## src/lnorm_pkg.sv

```systemverilog
// ----------------------------------------------------------------------------
// lnorm_pkg
// Shared widths, controller states and the command/status bundles that join
// the layer normalization controller to its datapath.
// ----------------------------------------------------------------------------
`default_nettype none

package lnorm_pkg;

   // Row buffer geometry
   localparam int MAX_ROW = 64;
   localparam int ADDR_W  = $clog2(MAX_ROW);
   localparam int LEN_W   = 7;

   // Field widths
   localparam int DATA_W  = 16;
   localparam int EPS_W   = 16;
   localparam int ENTRY_W = 3 * DATA_W;

   // Statistics widths
   localparam int SUM_W   = 22;             // running sum of samples
   localparam int DEV_W   = 24;             // n*x - sum, signed
   localparam int MAG_W   = 23;             // |n*x - sum|
   localparam int SQ_W    = 2 * MAG_W;      // deviation squared
   localparam int N2_W    = 13;
   localparam int N3_W    = 19;
   localparam int W_W     = 52;             // variance sum plus epsilon*n^3
   localparam int Q_SH    = 34;             // n^3 scaled before the divide
   localparam int DIVD_W  = N3_W + Q_SH;    // divider dividend and quotient
   localparam int DIVC_W  = $clog2(DIVD_W + 1);
   localparam int ROOT_W  = (DIVD_W + 1) / 2;
   localparam int RSTD_W  = 26;

   // Output product widths
   localparam int P1_W    = MAG_W + RSTD_W;
   localparam int PLO_W   = 25;
   localparam int PHI_W   = P1_W - PLO_W;
   localparam int PL_W    = PLO_W + DATA_W;
   localparam int PH_W    = PHI_W + DATA_W;
   localparam int PROD_W  = P1_W + DATA_W;
   localparam int RND_SH  = 28;
   localparam int TQ_W    = PROD_W - RND_SH;
   localparam int Y_W     = TQ_W + 2;
   localparam int OUT_MAX = 32767;
   localparam int OUT_MIN = -32768;

   // Configuration port
   localparam int CSR_ADDR_W = 3;
   localparam int CSR_DATA_W = 32;
   localparam logic [0:0] REG_ROW_LENGTH = 1'b0;
   localparam logic [0:0] REG_EPSILON    = 1'b1;

   typedef enum logic [4:0] {
      ST_LOAD,
      ST_N2,
      ST_N3,
      ST_EPS,
      ST_V_RD,
      ST_V_NX,
      ST_V_DEV,
      ST_V_SQ,
      ST_V_ACC,
      ST_Q_START,
      ST_Q_WAIT,
      ST_R_START,
      ST_R_WAIT,
      ST_RSTD,
      ST_O_RD,
      ST_O_NX,
      ST_O_DEV,
      ST_O_M1,
      ST_O_M2,
      ST_O_T,
      ST_D_START,
      ST_D_WAIT,
      ST_O_OUT,
      ST_O_EMIT
   } state_type;

   typedef struct packed {
      logic load;
      logic n2_en;
      logic n3_en;
      logic eps_en;
      logic idx_clr;
      logic idx_inc;
      logic rd_en;
      logic nx_en;
      logic dev_en;
      logic sq_en;
      logic acc_en;
      logic q_start;
      logic r_start;
      logic rstd_en;
      logic m1_en;
      logic m2_en;
      logic t_en;
      logic d_start;
      logic out_load;
      logic row_clr;
   } cmd_type;

   typedef struct packed {
      logic row_full;
      logic idx_last;
      logic w_zero;
      logic div_done;
      logic sqrt_done;
      logic out_taken;
   } status_type;

endpackage

`default_nettype wire

```

## src/lnorm_ctrl.sv

```systemverilog
// ----------------------------------------------------------------------------
// lnorm_ctrl
// Sequencer: load pass, statistics pass, root, then one output per element.
// ----------------------------------------------------------------------------
`default_nettype none

module lnorm_ctrl (
   input  wire logic                  clock,
   input  wire logic                  reset,
   input  wire logic                  req_valid,
   output logic                       req_stall,
   input  wire lnorm_pkg::status_type status,
   output lnorm_pkg::cmd_type         cmd
);
   import lnorm_pkg::*;

   state_type state_ff, state_in;

   // Next state
   always_comb begin
      state_in = state_ff;
      case (state_ff)
         ST_LOAD: begin
            if (req_valid && status.row_full) begin
               state_in = ST_N2;
            end
         end
         ST_N2:      state_in = ST_N3;
         ST_N3:      state_in = ST_EPS;
         ST_EPS:     state_in = ST_V_RD;
         ST_V_RD:    state_in = ST_V_NX;
         ST_V_NX:    state_in = ST_V_DEV;
         ST_V_DEV:   state_in = ST_V_SQ;
         ST_V_SQ:    state_in = ST_V_ACC;
         ST_V_ACC:   state_in = status.idx_last ? ST_Q_START : ST_V_RD;
         ST_Q_START: state_in = status.w_zero ? ST_RSTD : ST_Q_WAIT;
         ST_Q_WAIT: begin
            if (status.div_done) begin
               state_in = ST_R_START;
            end
         end
         ST_R_START: state_in = ST_R_WAIT;
         ST_R_WAIT: begin
            if (status.sqrt_done) begin
               state_in = ST_RSTD;
            end
         end
         ST_RSTD:    state_in = ST_O_RD;
         ST_O_RD:    state_in = ST_O_NX;
         ST_O_NX:    state_in = ST_O_DEV;
         ST_O_DEV:   state_in = ST_O_M1;
         ST_O_M1:    state_in = ST_O_M2;
         ST_O_M2:    state_in = ST_O_T;
         ST_O_T:     state_in = ST_D_START;
         ST_D_START: state_in = ST_D_WAIT;
         ST_D_WAIT: begin
            if (status.div_done) begin
               state_in = ST_O_OUT;
            end
         end
         ST_O_OUT:   state_in = ST_O_EMIT;
         ST_O_EMIT: begin
            if (status.out_taken) begin
               state_in = status.idx_last ? ST_LOAD : ST_O_RD;
            end
         end
         default:    state_in = ST_LOAD;
      endcase
   end

   // Commands
   always_comb begin
      cmd       = '0;
      req_stall = 1'b1;
      case (state_ff)
         ST_LOAD: begin
            req_stall = 1'b0;
            cmd.load  = req_valid;
         end
         ST_N2:    cmd.n2_en = 1'b1;
         ST_N3:    cmd.n3_en = 1'b1;
         ST_EPS: begin
            cmd.eps_en  = 1'b1;
            cmd.idx_clr = 1'b1;
         end
         ST_V_RD:  cmd.rd_en  = 1'b1;
         ST_V_NX:  cmd.nx_en  = 1'b1;
         ST_V_DEV: cmd.dev_en = 1'b1;
         ST_V_SQ:  cmd.sq_en  = 1'b1;
         ST_V_ACC: begin
            cmd.acc_en  = 1'b1;
            cmd.idx_clr = status.idx_last;
            cmd.idx_inc = ~status.idx_last;
         end
         ST_Q_START: cmd.q_start = ~status.w_zero;
         ST_R_START: cmd.r_start = 1'b1;
         ST_RSTD:    cmd.rstd_en = 1'b1;
         ST_O_RD:    cmd.rd_en   = 1'b1;
         ST_O_NX:    cmd.nx_en   = 1'b1;
         ST_O_DEV:   cmd.dev_en  = 1'b1;
         ST_O_M1:    cmd.m1_en   = 1'b1;
         ST_O_M2:    cmd.m2_en   = 1'b1;
         ST_O_T:     cmd.t_en    = 1'b1;
         ST_D_START: cmd.d_start = 1'b1;
         ST_O_OUT:   cmd.out_load = 1'b1;
         ST_O_EMIT: begin
            cmd.row_clr = status.out_taken & status.idx_last;
            cmd.idx_inc = status.out_taken & ~status.idx_last;
         end
         default: begin
            cmd       = '0;
            req_stall = 1'b1;
         end
      endcase
   end

   always_ff @(posedge clock) begin
      if (reset) begin
         state_ff <= ST_LOAD;
      end else begin
         state_ff <= state_in;
      end
   end

endmodule

`default_nettype wire

```

## config.mk

```make
export PLATFORM = sky130hd
export DESIGN_NAME = lnorm_ctrl
export DESIGN_NICKNAME = d
export VERILOG_FILES = /design/src/lnorm_pkg.sv /design/src/lnorm_ctrl.sv
export SDC_FILE = /design/constraint.sdc
export NUM_CORES = 1
export LEC_CHECK = 0
export BUFFER_PORTS_ARGS = -buffer_cell sky130_fd_sc_hd__buf_2
export CAP_MARGIN = 15
export CORE_MARGIN = 2
export CORE_UTILIZATION = 46
export DETAILED_ROUTE_END_ITERATION = 10
export GPL_TIMING_DRIVEN = 0
export PLACE_DENSITY = 0.76
export SLEW_MARGIN = 25
export SYNTH_ARGS = -nofsm -noshare
export SYNTH_HDL_FRONTEND = slang
export SYNTH_SLANG_ARGS = --single-unit
```

## constraint.sdc

```tcl
create_clock -name clock -period 2.1 [get_ports clock]
set_clock_uncertainty 0.15 [all_clocks]
set_input_delay 0.63 -clock clock [delete_from_list [all_inputs] [get_ports clock]]
set_output_delay 0.63 -clock clock [all_outputs]
set_load 0.05 [all_outputs]
```

==> results of run 1 <==
==> cell families after synthesis <==
family,synth area share
mux,0.01411
simple gates,0.4162
flops,0.1411
xor+xnor,0.01235
compound gates,0.3263
buf+inv,0.08995
==> stage by stage <==
stage          setup TNS, ps    util  cell area [um^2]  setup slack (ps)  std cells
2_1_floorplan          -1012       -             975.9            -284.6        106
3_3_place_gp           -1918  0.7755              1141            -412.8        151
3_5_place_dp           -2312  0.7755              1141            -422.4        151
==> cells in the mapped netlist (all sizes together) <==
cell,instances
nor3,10
a31oi,2
nand3,3
a221oi,2
a21o,1
o21ai,4
nand4,1
and3,2
clkbuf,2
nor3b,1
nor2,14
or3b,2
a311oi,1
buf,8
a211oi,4
o21a,1
o22ai,1
mux2i,1
o32ai,2
or2b,1
dfxtp,5
a21oi,9
nand2,10
a2111oi,1
or3,2
and3b,1
nand2b,4
nor2b,4
inv,3
nor4b,1
nor4,1
xor2,1
o211ai,1
==> run_results.csv, run 1 <==
group,metric,value,unit
floorplan,io_pins,30,
cts,cts.repair.resized,104,
outcome,status,"did not finish",
yosys,netlist.area_leader.share,0.1411,
yosys,synth_nets,115,
cts,clock-root-buffer,"clkbuf_4",
yosys,synth_area_leader_cell,"dfxtp_1",
cts,cts_made_buffers,3,
cts,holdBufCountCts,0,
cts,ctsHtreeMaxLevel,1,
yosys,syn_inst,106,
outcome,haltStage,"4_1_cts",
yosys,synth_area,709.4,um^2
yosys,ys_seq_elements,5,
cts,cts_max_path_buffers,2,
yosys,synth_warnings,0,
yosys,yosysSeqAreaShare,0.1411,
placement,gp_congestion,0.8981,
floorplan,dieWidth,43.27,um
floorplan,initial_utilization,0.4821,
outcome,stop_error,"[ERROR DPL-0038] Utilization greater than 100%, impossible to legalize",
yosys,avgSynthCellArea,6.693,um^2
yosys,synth.distinct_cells,38,
floorplan,row_count,14,
yosys,ys_top_cells_by_area,"dfxtp_1 (14%), nor2_1 (7.4%), nor3_1 (7.1%), a21oi_1 (6.3%), nand2_1 (5.3%)",
cts,clock-sinks,5,
placement,hpwl,1753,um
placement,port_buffers,29,
cts,cts_setup_buffers,34,
floorplan,die_h,43.27,um
==> run 2, diff against run 1 <==
--- a/config.mk
+++ b/config.mk
@@ -7,11 +7,11 @@
 export LEC_CHECK = 0
 export BUFFER_PORTS_ARGS = -buffer_cell sky130_fd_sc_hd__buf_2
 export CAP_MARGIN = 15
-export CORE_MARGIN = 2
-export CORE_UTILIZATION = 46
+export CORE_AREA = 2 2 63 65
 export DETAILED_ROUTE_END_ITERATION = 10
+export DIE_AREA = 0 0 65 67
 export GPL_TIMING_DRIVEN = 0
-export PLACE_DENSITY = 0.76
+export PLACE_DENSITY_LB_ADDON = 0.15
 export SLEW_MARGIN = 25
 export SYNTH_ARGS = -nofsm -noshare
 export SYNTH_HDL_FRONTEND = slang
==> run 2 against run 1 <==
Synthesized cell count is the same. Synthesized area is the same. The flow now finishes, with violations (setup timing).
==> run_results.csv, run 2 <==
group,metric,value,unit
outcome,status,"finished, violations left",
outcome,violations,"setup timing",
cts,path_clk_slew,30,ps
critical_path,arrival,1510,ps
final_layout,seq_area,116.4,um^2
placement,gp_congestion,0.8255,
timing,finalCriticalPeriod,2291,ps
yosys,synth_area,709.4,um^2
cts,insertion_delay,220,ps
flow_run,drv_cap,0,
yosys,synth_top_flop_cell,"dfxtp_1",
critical_path,r2r-end,"state_ff[2]",
timing,timing.final.ws_setup,-190.7,ps
routing,drtIter0Drc,22,
routing,drt-pass1-iter-count,4,
critical_path,endpoint_kind,"primary output",
global_route,grt-ovfl-total,0,
critical_path,cp_data_required_time,1320,ps
placement,post-place-ws,-444.4,ps
final_layout,diodes,0,
final_layout,final_cell_mix,"buf_6 (30), buf_4 (25), buf_8 (9), nor3_4 (9)",
global_route,grt_max_degree,11,
yosys,ys_seq_elements,5,
critical_path,worstReg2RegStart,"state_ff[1]",
final_layout,drive_above_1_share,0.7444,
timing,drv_slew,0,
timing,hold_ws,506.9,ps
critical_path,start_kind,"primary input",
critical_path,critPathMaxFanout,2,
floorplan,die_area,4355,um^2
final_layout,multi_input_area,880.8,um^2
routing,via_per_inst,4.851,
critical_path,crit_path_cell_trace,"buf_12, inv_8, or3_4, a211oi_4, buf_6",
critical_path,critPathSlowestCell,"or3_4",
yosys,synth_nets,115,
critical_path,endpoint,"cmd[15]",
floorplan,fp.coreArea,3606,um^2
final_layout,fill_cells,311,
timing,tightest_slew,406.0,ps
power,p_leak,0.7751,nW
timing,finalSetupViolCount,17,
cts,cts_max_path_buffers,2,
routing,routed_wl,3364,um
yosys,synth_top_cells_by_count,"nor2_1 (14), nand2_1 (10), nor3_1 (10)",
global_route,grt_pass1_vias,1068,
yosys,avgSynthCellArea,6.693,um^2
critical_path,crit_path_start,"status[4]",
yosys,synth.most_common_cell,"nor2_1",
yosys,synth_edf_count,0,
placement,placed_cells,183,
critical_path,r2r_slack,40,ps
floorplan,dieWidth,65,um
final_layout,syn_to_final_growth,183.2,%
routing,avgRoutedWirePerCell,14.75,um
yosys,synth_area_leader_cell,"dfxtp_1",
yosys,async_reset_ff_frac,0,
timing,max_freq,436.6,MHz
min_path,hp-class,"in -> reg",
yosys,syn_inst,106,
final_layout,largest_reg_flops,5,
timing,rsz0062_at_grt,"true",
final_layout,reg_top3,"state_ff (5)",
cts,ctsHtreeMaxLevel,1,
routing,drc,0,
critical_path,critical_path_class,"in -> out",
timing,hold_viol,0,
floorplan,initial_utilization,0.1967,
critical_path,r2r_cells,6,
yosys,ys_top_cells_by_area,"dfxtp_1 (14%), nor2_1 (7.4%), nor3_1 (7.1%), a21oi_1 (6.3%), nand2_1 (5.3%)",
yosys,netlist.area_leader.share,0.1411,
routing,num_vias,1106,
cts,clock-root-buffer,"clkbuf_8",
power,cellPowerDensity,403.4,nW/um^2
global_route,gr-usage-all-layers,0.1481,
global_route,antenna_found_initial,0,
cts,cts_made_buffers,3,
final_layout,nets,190,
timing,slew_headroom,0.7285,
cts,clock-sinks,5,
cts,cts_tree,"built",
global_route,grt_first_pass_wirelength,5030,um
floorplan,die_h,67,um
timing,post-route-period-util,1.091,
final_layout,regMostFlops,"state_ff",
final_layout,final_common_cell,"buf_6",
final_layout,final_util,0.5573,
critical_path,critPathMaxStageDelay,370,ps
yosys,synth_warnings,0,
placement,hpwl,2038,um
placement,port_buffers,29,
yosys,synth.distinct_cells,38,
power,power,0.8106,mW
final_layout,final_cells,228,
power,max-vdd-ir-drop,0.0003680,V
floorplan,row_count,22,
yosys,yosysSeqAreaShare,0.1411,
routing,ant_nets,0,
floorplan,io_pins,30,
run 2: cell counts after synthesis:
Identical to the previous run, type by type.
run 2: area by class of cell:
cell class,instances,area share
Buffer,9,0.08468
Clock buffer,4,0.02242
Inverter,3,0.01308
Multi-Input combinational cell,88,0.4384
Sequential cell,5,0.05791
Tap cell,48,0.02989
Timing Repair Buffer,71,0.3537
run 2: critical path: cells and delay by family:
kind | cells | cell delay, ps
AND/OR/NAND/NOR | 1 | 370
buffers and inverters | 3 | 290
AO/OA/AOI/OAI | 1 | 210
run 2: routing by layer:
| metal | global-route usage | vias up | routed length (um) |
|---|---|---|---|
| met4 | 0.02128 | 0 | 52 |
| met3 | 0.02703 | 5 | 128 |
| li1 | - | 537 | - |
| met2 | 0.2964 | 42 | 1885 |
| met5 | 0 | - | 0 |
| met1 | 0.1631 | 522 | 1297 |
run 2: worst min-delay path by stage:
stage	from	end	cells past startpoint
2_1_floorplan	state_ff[4]	state_ff[3]	3
3_5_place_dp	state_ff[4]	state_ff[3]	3
4_1_cts	reset	state_ff[1]	2
5_1_grt	reset	state_ff[1]	2
6_report	reset	state_ff[1]	2
3_3_place_gp	state_ff[4]	state_ff[3]	3
run 2: cells by family after synthesis:
family	Yosys count	share of synthesized area
compound gates	29	0.3263
xor+xnor	1	0.01235
buf+inv	13	0.08995
flops	5	0.1411
mux	1	0.01411
simple gates	57	0.4162
run 2: repair_timing:
item	4_1_cts	5_1_grt
pin swaps	9	16
endpoints found under the setup margin	21	20
hold buffers	0	0
buffers inserted	26	17
gates resized for setup	93	33
run 2: through the flow:
| step | setup TNS, ps | instance area, um^2 |
|---|---|---|
| 6_report | -1150 | 2009 |
| 2_1_floorplan | -1012 | 975.9 |
| 4_1_cts | -905.1 | 1744 |
| 3_3_place_gp | -2387 | 1181 |
| 5_1_grt | -2271 | 2009 |
| 3_5_place_dp | -2513 | 1181 |
run 2: report_power, final:
group	total (mW)	switching [mW]	internal, mW
Clock	0.174	0.0443	0.130
Sequential	0.113	0.0112	0.102
Combinational	0.523	0.266	0.257
Power figures use the tool's default switching activity.
